File: config.mk
export PLATFORM = sky130hd
export DESIGN_NAME = bar_meter_peak_hold
export DESIGN_NICKNAME = d
export VERILOG_FILES = /design/src/bmph_pkg.sv /design/src/bar_meter_peak_hold.sv /design/src/bmph_ram.sv /design/src/bmph_update.sv
export SDC_FILE = /design/constraint.sdc
export NUM_CORES = 2
export LEC_CHECK = 0
export BUFFER_PORTS_ARGS = -buffer_cell sky130_fd_sc_hd__buf_2
export CAP_MARGIN = 20
export CORE_AREA = 4 4 310 312
export CTS_CLUSTER_SIZE = 40
export DETAILED_ROUTE_END_ITERATION = 12
export DIE_AREA = 0 0 314 316
export PLACE_DENSITY = 0.74
export SLEW_MARGIN = 5
export SYNTH_ARGS = -nofsm -noshare
export SYNTH_HDL_FRONTEND = slang
export SYNTH_SLANG_ARGS = --single-unit
File: constraint.sdc
create_clock -name clk -period 13.9 [get_ports clk]
set_input_delay 0 -clock clk [delete_from_list [all_inputs] [get_ports clk]]
set_output_delay 0 -clock clk [all_outputs]
set_load 0.005 [all_outputs]
File: src/bmph_pkg.sv
package bmph_pkg;

	// field widths
	localparam int COL_W   = 3;
	localparam int BAND_W  = 20;
	localparam int SENS_W  = 12;
	localparam int LEVEL_W = 22;
	localparam int HOLD_W  = 5;
	localparam int ROWS_W  = 8;
	localparam int FRAC_W  = 12;
	localparam int ROWO_W  = 6;

	// packed stream widths
	localparam int IN_DATA_W  = 24;
	localparam int OUT_DATA_W = 40;

	// default geometry
	localparam int COLUMNS_DEF = 7;
	localparam int ROWS_DEF    = 40;

	// meter dynamics, Q10.12
	localparam int SMOOTH_STEP = 205;
	localparam int PEAK_FALL   = 16;
	localparam int HOLD_STEPS  = 30;

	// knob: divisor index = floor(sens / 200) = (sens * 5243) >> 20 for 12-bit sens
	localparam int KNOB_MULT_W  = 13;
	localparam int KNOB_MULT    = 5243;
	localparam int KNOB_SHIFT   = 20;
	localparam int KNOB_IDX_W   = 5;
	localparam int SENS_RESET   = 1000;
	localparam logic [KNOB_IDX_W-1:0] KNOB_IDX_RESET =
		KNOB_IDX_W'((SENS_RESET * KNOB_MULT) >> KNOB_SHIFT);

	// exact reciprocal of the divisor: q = (band * R) >> 25, R = ceil(2^25 / d)
	localparam int RECIP_W     = 26;
	localparam int RECIP_SHIFT = 25;

	// raw level = floor(q * 4096 / 1250) = (q * RAW_MULT) >> 30, exact for q < 2^20
	localparam int RAW_MULT_W = 32;
	localparam logic [RAW_MULT_W-1:0] RAW_MULT = 32'd3518437209;
	localparam int RAW_SHIFT  = 30;

	// one column's state word
	typedef struct packed {
		logic [HOLD_W-1:0]  hold;
		logic [LEVEL_W-1:0] peak;
		logic [LEVEL_W-1:0] level;
	} entry_t;

	localparam int ENTRY_W = $bits(entry_t);

	// reciprocal for divisor idx+1
	function automatic logic [RECIP_W-1:0] recip_lut(input logic [KNOB_IDX_W-1:0] idx);
		logic [RECIP_W-1:0] r;
		unique case (idx)
			5'd0:    r = 26'd33554432;
			5'd1:    r = 26'd16777216;
			5'd2:    r = 26'd11184811;
			5'd3:    r = 26'd8388608;
			5'd4:    r = 26'd6710887;
			5'd5:    r = 26'd5592406;
			5'd6:    r = 26'd4793491;
			5'd7:    r = 26'd4194304;
			5'd8:    r = 26'd3728271;
			5'd9:    r = 26'd3355444;
			5'd10:   r = 26'd3050403;
			5'd11:   r = 26'd2796203;
			5'd12:   r = 26'd2581111;
			5'd13:   r = 26'd2396746;
			5'd14:   r = 26'd2236963;
			5'd15:   r = 26'd2097152;
			5'd16:   r = 26'd1973791;
			5'd17:   r = 26'd1864136;
			5'd18:   r = 26'd1766023;
			5'd19:   r = 26'd1677722;
			5'd20:   r = 26'd1597831;
			default: r = 26'd1597831;
		endcase
		return r;
	endfunction

	localparam logic [RECIP_W-1:0] RECIP_RESET = recip_lut(KNOB_IDX_RESET);

endpackage

File: src/bar_meter_peak_hold.sv
// Bar meter with peak hold. Each input item carries a column and a band magnitude;
// the block returns one result item per input: the smoothed Q10.12 level
// (4096 = full bar), the lit row count capped at ROWS, and the peak marker row
// with its valid flag. The magnitude is divided by floor(sensitivity/200)+1 and
// scaled by 4096/1250, both through exact reciprocal multipliers. One item is
// taken every cycle while the output is not stalled; each item then goes through the
// divide, then the scale to Q10.12 while the state RAM is read, then the
// read-modify-write, then row scaling into the output register. Per-column state
// lives in one RAM with registered read; back-to-back items on the same column are
// served by forwarding the last write. Reset clears the state at once through
// per-column valid bits, so no clearing pass is needed. Columns at or above COLUMNS
// leave the state alone and return zero fields. Write the sensitivity only while idle.
module bar_meter_peak_hold import bmph_pkg::*; #(
	parameter int COLUMNS = COLUMNS_DEF,
	parameter int ROWS    = ROWS_DEF
) (
	input  logic                  clk,
	input  logic                  arst_n,
	// configuration: sensitivity knob
	input  logic                  cfg_we,
	input  logic [SENS_W-1:0]     cfg_wdata,
	// input stream
	input  logic                  s_tvalid,
	output logic                  s_tready,
	input  logic [IN_DATA_W-1:0]  s_tdata,   // column[2:0], band_value[22:3]
	// result stream
	output logic                  m_tvalid,
	input  logic                  m_tready,
	output logic [OUT_DATA_W-1:0] m_tdata,   // column_out[2:0], level[24:3],
	                                         // lit_rows[30:25], peak_row[36:31]
	output logic                  m_tuser    // peak_valid[0]
);

	localparam int AW     = (COLUMNS > 1) ? $clog2(COLUMNS) : 1;
	localparam int PROD_W = LEVEL_W + ROWS_W;
	localparam int ROWQ_W = PROD_W - FRAC_W;
	localparam int PAD_W  = OUT_DATA_W - COL_W - LEVEL_W - 2 * ROWO_W;

	localparam logic [ROWS_W-1:0] ROWS_V  = ROWS_W'(ROWS);
	localparam logic [ROWQ_W-1:0] ROWS_Q  = ROWQ_W'(ROWS);
	localparam logic [ROWQ_W-1:0] ROWS_M1 = ROWQ_W'(ROWS - 1);

	// configuration
	logic [SENS_W+KNOB_MULT_W-1:0] knob_prod;
	logic [KNOB_IDX_W-1:0]         knob_idx;
	logic [RECIP_W-1:0]            recip_q;

	// input skid
	logic              skid_full_q;
	logic [COL_W-1:0]  skid_col_q;
	logic [BAND_W-1:0] skid_band_q;
	logic              front_vld;
	logic [COL_W-1:0]  front_col;
	logic [BAND_W-1:0] front_band;
	logic              adv;

	// pipeline
	logic                         vld_s1, vld_s2, vld_s3, vld_s4;
	logic [COL_W-1:0]             col_s1, col_s2, col_s3, col_s4;
	logic [BAND_W-1:0]            band_s1;
	logic [BAND_W+RECIP_W-1:0]    prod1;
	logic [BAND_W-1:0]            q_s2;
	logic [BAND_W+RAW_MULT_W-1:0] prod2;
	logic [LEVEL_W-1:0]           raw_s3;
	logic                         inr_s2, inr_s3, inr_s4;
	logic [LEVEL_W-1:0]           lvl_s4, pk_s4;

	// state RAM and forwarding
	logic [COLUMNS-1:0] entry_vld_q;
	logic               ent_vld_rd_q;
	logic [AW-1:0]      raddr;
	logic [AW-1:0]      waddr;
	logic               wr_en;
	entry_t             rdata;
	entry_t             cur;
	entry_t             nxt;
	logic               fwd_vld_q;
	logic [COL_W-1:0]   fwd_col_q;
	entry_t             fwd_data_q;

	// row scaling
	logic [PROD_W-1:0] lit_prod, pk_prod;
	logic [ROWQ_W-1:0] lit_full, prow_full, prow_m1;
	logic [ROWO_W-1:0] lit_rows, peak_row;
	logic              peak_valid;

	// output register
	logic               out_vld_q;
	logic [COL_W-1:0]   out_col_q;
	logic [LEVEL_W-1:0] out_level_q;
	logic [ROWO_W-1:0]  out_lit_q;
	logic [ROWO_W-1:0]  out_prow_q;
	logic               out_pvalid_q;

	// sensitivity knob to divisor reciprocal
	assign knob_prod = SENS_W'(cfg_wdata) * KNOB_MULT_W'(KNOB_MULT);
	assign knob_idx  = knob_prod[KNOB_SHIFT +: KNOB_IDX_W];

	always_ff @(posedge clk or negedge arst_n) begin
		if (!arst_n) begin
			recip_q <= RECIP_RESET;
		end else if (cfg_we) begin
			recip_q <= recip_lut(knob_idx);
		end
	end

	// whole pipeline moves when the output register can take an item
	assign adv        = !out_vld_q || m_tready;
	assign s_tready   = !skid_full_q;
	assign front_vld  = skid_full_q || s_tvalid;
	assign front_col  = skid_full_q ? skid_col_q  : s_tdata[COL_W-1:0];
	assign front_band = skid_full_q ? skid_band_q : s_tdata[COL_W +: BAND_W];

	// skid stage
	always_ff @(posedge clk or negedge arst_n) begin
		if (!arst_n) begin
			skid_full_q <= 1'b0;
		end else if (adv) begin
			skid_full_q <= 1'b0;
		end else if (s_tvalid && s_tready) begin
			skid_full_q <= 1'b1;
		end
	end

	always_ff @(posedge clk) begin
		if (s_tvalid && s_tready && !adv) begin
			skid_col_q  <= s_tdata[COL_W-1:0];
			skid_band_q <= s_tdata[COL_W +: BAND_W];
		end
	end

	// pipeline valids
	always_ff @(posedge clk or negedge arst_n) begin
		if (!arst_n) begin
			vld_s1    <= 1'b0;
			vld_s2    <= 1'b0;
			vld_s3    <= 1'b0;
			vld_s4    <= 1'b0;
			out_vld_q <= 1'b0;
		end else if (adv) begin
			vld_s1    <= front_vld;
			vld_s2    <= vld_s1;
			vld_s3    <= vld_s2;
			vld_s4    <= vld_s3;
			out_vld_q <= vld_s4;
		end
	end

	// divide by the knob setting, then scale to Q10.12
	assign prod1  = BAND_W'(band_s1) * recip_q;
	assign prod2  = q_s2 * RAW_MULT;
	assign inr_s2 = 32'(col_s2) < COLUMNS;

	always_ff @(posedge clk) begin
		if (adv) begin
			col_s1  <= front_col;
			band_s1 <= front_band;
			col_s2  <= col_s1;
			q_s2    <= prod1[RECIP_SHIFT +: BAND_W];
			col_s3  <= col_s2;
			inr_s3  <= inr_s2;
			raw_s3  <= prod2[RAW_SHIFT +: LEVEL_W];
			col_s4  <= col_s3;
			inr_s4  <= inr_s3;
			lvl_s4  <= nxt.level;
			pk_s4   <= nxt.peak;
		end
	end

	// state RAM: read as an item enters s3, write back from s3
	assign raddr = AW'(col_s2);
	assign waddr = AW'(col_s3);
	assign wr_en = adv && vld_s3 && inr_s3;

	bmph_ram #(
		.WIDTH (ENTRY_W),
		.DEPTH (COLUMNS)
	) u_state_ram (
		.clk   (clk),
		.we    (wr_en),
		.waddr (waddr),
		.wdata (nxt),
		.re    (adv),
		.raddr (raddr),
		.rdata (rdata)
	);

	// per-column valid bits; unwritten entries read as zero
	always_ff @(posedge clk or negedge arst_n) begin
		if (!arst_n) begin
			entry_vld_q  <= '0;
			ent_vld_rd_q <= 1'b0;
			fwd_vld_q    <= 1'b0;
		end else if (adv) begin
			if (wr_en) begin
				entry_vld_q[waddr] <= 1'b1;
			end
			ent_vld_rd_q <= inr_s2 ? entry_vld_q[raddr] : 1'b0;
			fwd_vld_q    <= wr_en;
		end
	end

	// last write, for an item right behind on the same column
	always_ff @(posedge clk) begin
		if (adv) begin
			fwd_col_q  <= col_s3;
			fwd_data_q <= nxt;
		end
	end

	always_comb begin
		if (fwd_vld_q && fwd_col_q == col_s3) begin
			cur = fwd_data_q;
		end else if (ent_vld_rd_q) begin
			cur = rdata;
		end else begin
			cur = '0;
		end
	end

	bmph_update u_update (
		.raw (raw_s3),
		.cur (cur),
		.nxt (nxt)
	);

	// rows from level and peak
	assign lit_prod  = LEVEL_W'(lvl_s4) * ROWS_V;
	assign pk_prod   = LEVEL_W'(pk_s4) * ROWS_V;
	assign lit_full  = lit_prod[FRAC_W +: ROWQ_W];
	assign prow_full = pk_prod[FRAC_W +: ROWQ_W];
	assign prow_m1   = prow_full - ROWQ_W'(1);

	assign lit_rows   = (lit_full > ROWS_Q) ? ROWO_W'(ROWS_Q) : lit_full[ROWO_W-1:0];
	assign peak_valid = prow_full != '0;

	always_comb begin
		if (!peak_valid) begin
			peak_row = '0;
		end else if (prow_m1 > ROWS_M1) begin
			peak_row = ROWO_W'(ROWS_M1);
		end else begin
			peak_row = prow_m1[ROWO_W-1:0];
		end
	end

	// output register
	always_ff @(posedge clk) begin
		if (adv) begin
			out_col_q    <= col_s4;
			out_level_q  <= inr_s4 ? lvl_s4 : '0;
			out_lit_q    <= inr_s4 ? lit_rows : '0;
			out_prow_q   <= inr_s4 ? peak_row : '0;
			out_pvalid_q <= inr_s4 && peak_valid;
		end
	end

	assign m_tvalid = out_vld_q;
	assign m_tdata  = {{PAD_W{1'b0}}, out_prow_q, out_lit_q, out_level_q, out_col_q};
	assign m_tuser  = out_pvalid_q;

`ifndef SYNTHESIS
	// only columns that exist are written
	a_wr_in_range: assert property (@(posedge clk) disable iff (!arst_n)
		wr_en |-> (32'(col_s3) < COLUMNS))
		else $error("state write for a column out of range");

	// written peak never sits below the written level
	a_peak_ge_level: assert property (@(posedge clk) disable iff (!arst_n)
		wr_en |-> (nxt.peak >= nxt.level))
		else $error("peak below level");

	// level falls by at most one smoothing step per item
	a_fall_limit: assert property (@(posedge clk) disable iff (!arst_n)
		wr_en |-> ({1'b0, cur.level} <= ({1'b0, nxt.level} + (LEVEL_W+1)'(SMOOTH_STEP))))
		else $error("level fell faster than the smoothing step");

	// hold counter stays within its reload value
	a_hold_range: assert property (@(posedge clk) disable iff (!arst_n)
		wr_en |-> (nxt.hold <= HOLD_W'(HOLD_STEPS)))
		else $error("hold count out of range");

	// the skid only fills while the pipeline is stalled
	a_skid_fill: assert property (@(posedge clk) disable iff (!arst_n)
		(s_tvalid && s_tready && !adv) |=> skid_full_q)
		else $error("stalled item not held in skid");
`endif

endmodule

File: src/bmph_ram.sv
module bmph_ram #(
	parameter int WIDTH = 8,
	parameter int DEPTH = 8,
	parameter int AW    = (DEPTH > 1) ? $clog2(DEPTH) : 1
) (
	input  logic             clk,
	input  logic             we,
	input  logic [AW-1:0]    waddr,
	input  logic [WIDTH-1:0] wdata,
	input  logic             re,
	input  logic [AW-1:0]    raddr,
	output logic [WIDTH-1:0] rdata
);

	logic [WIDTH-1:0] mem [DEPTH];

	// write port
	always_ff @(posedge clk) begin
		if (we) begin
			mem[waddr] <= wdata;
		end
	end

	// registered read, old data on a same-address write
	always_ff @(posedge clk) begin
		if (re) begin
			rdata <= mem[raddr];
		end
	end

endmodule

File: src/bmph_update.sv
module bmph_update import bmph_pkg::*; (
	input  logic [LEVEL_W-1:0] raw,
	input  entry_t             cur,
	output entry_t             nxt
);

	logic [LEVEL_W:0]   raw_plus;
	logic               drop;
	logic [LEVEL_W-1:0] lvl;
	logic [LEVEL_W-1:0] pk_dec;
	logic [LEVEL_W-1:0] pk0;
	logic [HOLD_W-1:0]  hc0;

	// fall limiter
	assign raw_plus = {1'b0, raw} + (LEVEL_W+1)'(SMOOTH_STEP);
	assign drop     = {1'b0, cur.level} > raw_plus;
	assign lvl      = drop ? cur.level - LEVEL_W'(SMOOTH_STEP) : raw;

	// peak decay once the hold has run out, floored at zero
	assign pk_dec = (cur.peak > LEVEL_W'(PEAK_FALL)) ? cur.peak - LEVEL_W'(PEAK_FALL) : '0;
	assign pk0    = (cur.hold == '0) ? pk_dec : cur.peak;
	assign hc0    = (cur.hold == '0) ? '0 : cur.hold - HOLD_W'(1);

	// a higher level reloads the peak and restarts the hold
	always_comb begin
		nxt.level = lvl;
		if (lvl > pk0) begin
			nxt.peak = lvl;
			nxt.hold = HOLD_W'(HOLD_STEPS);
		end else begin
			nxt.peak = pk0;
			nxt.hold = hc0;
		end
	end

endmodule

-- After elaboration in Yosys (flattened, before gate mapping)
Memories as Yosys holds them, arrays and structs flattened. A register that Yosys moved wholly into a read port is not among the register bits.
Index checks and enable logic that the tools add are counted.
- flip-flop bits (word level): 201
- RAM bits: 343
- bits in read-only memories: 832
- input port bits: 41
- output and inout port bits: 43
- logic and storage cells: 95
- memories kept: 2
- $add $sub $neg: 5
- $mul: 5
- $lt $le $gt $ge: 9
- equality and inequality tests: 1
- mux-type cells: 20
- bitwise gates (word level): 3
- reductions and logical operators: 20
- memory list (name ; depth ; width ; read ports ; clocked after Yosys merged registers in ; wr ports ; line ; RTL):
    (no name shown) ; 32 ; 26 ; 1 ; 1 ; 0 ; bmph_pkg.sv:56 ; unique case (idx)
    u_state_ram.mem ; 7 ; 49 ; 1 ; 1 ; 1 ; bmph_ram.sv:15 ; logic [WIDTH-1:0] mem [DEPTH];
- operators by type and width (operator ; number):
    $mux 49 ; 2
    $mux 22 ; 3
    $mul 20x32->52 const B ; 1
    $mul 22x3->25 const B ; 2
    $mul 20x26->45 ; 1
    $mux 27 ; 1
    $mul 12x13->25 const B ; 1
    $add 22x8->23 const B ; 1
    $gt 22x23->1 ; 1
    $gt 22x22->1 ; 1
    $gt 22x5->1 const B ; 1
    $sub 22x5->22 const B ; 1
    $sub 22x8->22 const B ; 1
    $mux 20 ; 1
    $gt 18x6->1 const B ; 1
    $reduce_bool 18->1 ; 1
    $sub 16x1->17 const B ; 1
    $gt 16x6->1 const B ; 1
    $mux 6 ; 2
    $lt 3x4->1 const B ; 2
    $logic_and 1x1->1 ; 7
    $mux 1 ; 7
    $or 7x7->7 ; 1
    $logic_not 5->1 ; 1
    other kinds (15) ; 21

-- Depth between registers and ports, before layout
- word-level depth: 8
- gate-level depth with buffers: 37
- depth with buffers taken out: 29

-- Cells and area by module
A second synthesis with hierarchy kept.
- cells, all modules: 5163
- area total of the unflattened synthesis: 57938.1 um^2
- by module, submodules not included (module ; instances ; cells an instance ; area an instance (um^2) ; sequential area each (um^2)):
    bar_meter_peak_hold ; 1 ; 4030 ; 40221.1 ; 6626.4
    bmph_ram ; 1 ; 745 ; 14813.0 ; 11771.3
    bmph_update ; 1 ; 388 ; 2904.0 ; 0.0

-- Worst setup path before layout
No wires, ideal clock.
- path type: register to register
- start: reg out_vld_q, in the netlist m_tvalid
- end: reg skid_band_q[0], enable pin
- setup time: 1.005 ns
- data arrival time: 9.103 ns
- data required time: 12.895 ns
- slack: 3.792 ns
- cell stages (with the launch flop): 4
- buffers on the path: 1
- period minus slack after synthesis: 10.108 ns
- path through: dfrtp_1 -> nand2b_1 -> buf_1 -> nor3b_1
- cells in the longest elaborated chain, start to end: 4
- RTL lines (item ; line ; RTL):
    start, declared ; bar_meter_peak_hold.sv:88 ; logic out_vld_q;
    start signal, assigned ; bar_meter_peak_hold.sv:145 ; out_vld_q <= vld_s4;
    $logic_not 1->1 ; bar_meter_peak_hold.sv:108 ; assign adv = !out_vld_q || m_tready;
    $logic_or 1x1->1 ; bar_meter_peak_hold.sv:108 ;
    $logic_not 1->1 ; bar_meter_peak_hold.sv:126 ; if (s_tvalid && s_tready && !adv) begin
    $logic_and 1x1->1 ; bar_meter_peak_hold.sv:126 ;
    end signal, assigned ; bar_meter_peak_hold.sv:128 ; skid_band_q <= s_tdata[COL_W +: BAND_W];
    end, declared ; bar_meter_peak_hold.sv:51 ; logic [BAND_W-1:0] skid_band_q;
No other way between the ends.
A chain may end at the register's enable or synchronous reset.

-- Worst setup path in the final report
- start: reg recip_q[21]
- end: reg q_s2[19] (data pin)
- cells in the longest elaborated chain, start to end: 1
- RTL lines (item ; line ; RTL):
    start, declared ; bar_meter_peak_hold.sv:46 ; logic [RECIP_W-1:0] recip_q;
    $mul 20x26->45 ; bar_meter_peak_hold.sv:150 ; assign prod1 = BAND_W'(band_s1) * recip_q;
    named net prod1[44] ; bar_meter_peak_hold.sv:61 ; logic [BAND_W+RECIP_W-1:0] prod1;
    end signal, assigned ; bar_meter_peak_hold.sv:159 ; q_s2 <= prod1[RECIP_SHIFT +: BAND_W];
    end, declared ; bar_meter_peak_hold.sv:62 ; logic [BAND_W-1:0] q_s2;
The timed path passes the listed nets, and every way through them passes these cells.

==> flow_summary.toml <==
[finish]
stdcell_count = 6435
areaGrowthSynthToFinish_pct = 7.49
drive_gt1_share_pct = 8.44
fillers = 6944
nNetsFinal = 6489

[yosys]
yosysMostFrequentCell = "inv_1"
synth_area_leaders = "edfxtp_1 30%, fa_1 25%, ha_1 13%"
synth_top_area_share_pct = 30.1
synthCells = 5086
postSynthAreaPerCell_um2 = 11.3
yosysSeqAreaShare_pct = 31.9
synth-seq-cells = 619
async_reset_ff_share_pct = 6.62
synthTopCellsByCount = "1002 x inv_1, 722 x fa_1, 599 x ha_1"
yosys_warnings = 0
synth-edff-count = 578
synth_cell_types = 88
synth_area_um2 = 57700
synth_flop_cell = "edfxtp_1"
synth_area_leader_cell = "edfxtp_1"

[critical_path]
crit_type = "reg -> reg"
cp_common_cell = "fa_1"
cp_slowest_cell = "dfrtp_1"
cp.required_ns = 14.27
slowest_delay_ns = 1.04
critPathMaxFanout = 21
startpoint_type = "flop"
path_delay_family = "adder cells"
worst-path-buf-inv = 5
arrival_ns = 9.19
worst_setup_path_end_kind = "flop"

[sta]
setup_viol = 0
fin_setup_tns_ns = 0
period_share_pct = 63.5
skew_ns = 0.0159
rsz0062_at_grt = "false"
relSlewSlack_pct = 24.7
period_minus_slack_ns = 8.82
finalHoldViolCount = 0
final-max-slew-violation-count = 0
worstMarginPinSlew_ns = 1.13
max_freq_mhz = 113

[clock_tree]
cts_buffer_depth = 3
clock_latency_ns = 0.63
clk_pin_slew_ns = 0.06
ctsHtreeMaxLevel = 3
cts_tree = "yes"
root_buffer = "clkbuf_16"
cts_inserted_buffers = 68
cts.sinks = 619
ctsResizeCount = 0

[global_route]
antenna_found_initial = 0
grt_max_degree = 153
grt_overflow = 0
track_usage_pct = 26.8
grt_pass1_vias = 39200
grt_pass1_wl_mm = 209

[min_path]
min_path_type = "in -> reg"

[die]
rows = 112
core_area_um2 = 93000
dieArea_um2 = 99200
die_x_um = 314
die_h_um = 316
ioPinCount = 84
initial_core_util_pct = 62.0

[placed_design]
dp_cells = 6282
dp_hpwl_mm = 93.0
portBuffers = 79
gp_congestion = 0.960

[route]
drt_iter0_drc = 2589
antenna_left = 0
finalWirelength_mm = 129
wl_per_cell_um = 20.0
drc = 0
num_vias = 36800
viasPerCell = 5.73
drt_pass1_iterations = 7

[job]
drv_cap = 0

[run_status]
status = "finished clean"
stage by stage:
stage	setup slack [ns]	instance area, µm²	hold slack (ns)	utilization (%)
floorplan	3.79	57700	-0.296	-
global placement	5.11	59300	0.192	63.8
detailed placement	5.05	59300	0.192	63.8
CTS	5.00	61900	0.0536	66.6
global route	4.70	62000	0.0912	66.6
finish	5.08	62000	0.0651	66.6
final cells by class:
class                   count  area, µm²  area share [%]
inverters                1003       3760            6.07
clock inverters            48        571           0.920
diodes                      1       2.50         0.00404
clock buffers              75       1750            2.82
repair buffers            150       1050            1.70
multi-input cells        3285      34900            56.3
well taps                1254       1570            2.53
flip-flops and latches    619      18400            29.7
cell families after synthesis:
family | synth area share (%)
fa+ha+maj | 38.1
compound gates | 5.76
flops | 31.9
other cells | 0.00650
buf+inv | 7.74
mux | 5.19
xor+xnor | 1.91
simple gates | 9.43
worst reg2reg max path, stage by stage, from the launching register on:
cell	delay, ns
dfrtp_1	1.04
nand2_1	0.19
fa_1	0.58
inv_1	0.06
fa_1	0.51
inv_1	0.05
fa_1	0.48
inv_1	0.07
fa_1	0.48
fa_1	0.51
fa_1	0.49
inv_1	0.05
fa_1	0.47
inv_1	0.04
ha_1	0.32
a211o_1	0.30
a21oi_1	0.11
o21bai_1	0.10
a21o_1	0.23
a21o_1	0.19
a2111oi_1	0.88
o31ai_1	0.29
a41o_1	0.37
o41ai_1	0.49
o21ba_2	0.21
xnor2_1	0.05
registers in the layout, indices dropped and copies added, names as in the netlist, 3 cells and up:
signal             cells
u_state_ram.mem      343
fwd_data_q            49
u_state_ram.rdata     49
recip_q               26
out_level_q           22
raw_s3                22
band_s1               20
q_s2                  20
skid_band_q           20
entry_vld_q            7
out_lit_q              6
out_prow_q             6
col_s1                 3
col_s2                 3
col_s3                 3
fwd_col_q              3
out_col_q              3
skid_col_q             3
per-layer routing:
layer	share of wire, %	GRT usage (%)
met1	41	36.3
met2	50	46.4
met3	6.4	3.15
met4	2.6	7.48
met5	0	0
path summary, 6_finish.rpt:
kind	start	to	slack (ns)	cells past startpoint
max reg2reg	recip_q[21]	q_s2[19]	5.08	25
min in group asynchronous	arst_n	fwd_vld_q	0.41	3
max	recip_q[21]	q_s2[19]	5.08	25
max in group asynchronous	arst_n	recip_q[2]	12.91	4
min	m_tready	skid_full_q	0.07	3
min reg2reg	col_s1[2]	col_s2[2]	0.42	0
cell usage in the layout (no fill, tap or decap), types with 51 or more instances in the layout:
| cell | count |
|---|---|
| ha_1 | 599 |
| and2_1 | 273 |
| a21o_1 | 68 |
| nand3_1 | 51 |
| fa_1 | 722 |
| o21ai_0 | 124 |
| xnor2_1 | 82 |
| nor2_1 | 87 |
| buf_2 | 79 |
| mux2_2 | 98 |
| clkbuf_16 | 69 |
| edfxtp_1 | 578 |
| a21oi_1 | 129 |
| mux2i_1 | 76 |
| nand2_1 | 470 |
| inv_1 | 1002 |
what timing repair did:
item,in CTS,in global routing
endpoints found under the hold margin,100,15
setup buffers,0,0
hold buffers,26,1
Power is not shown: default switching activity piles up to over one toggle a cycle in this logic, so the estimate is an artifact.
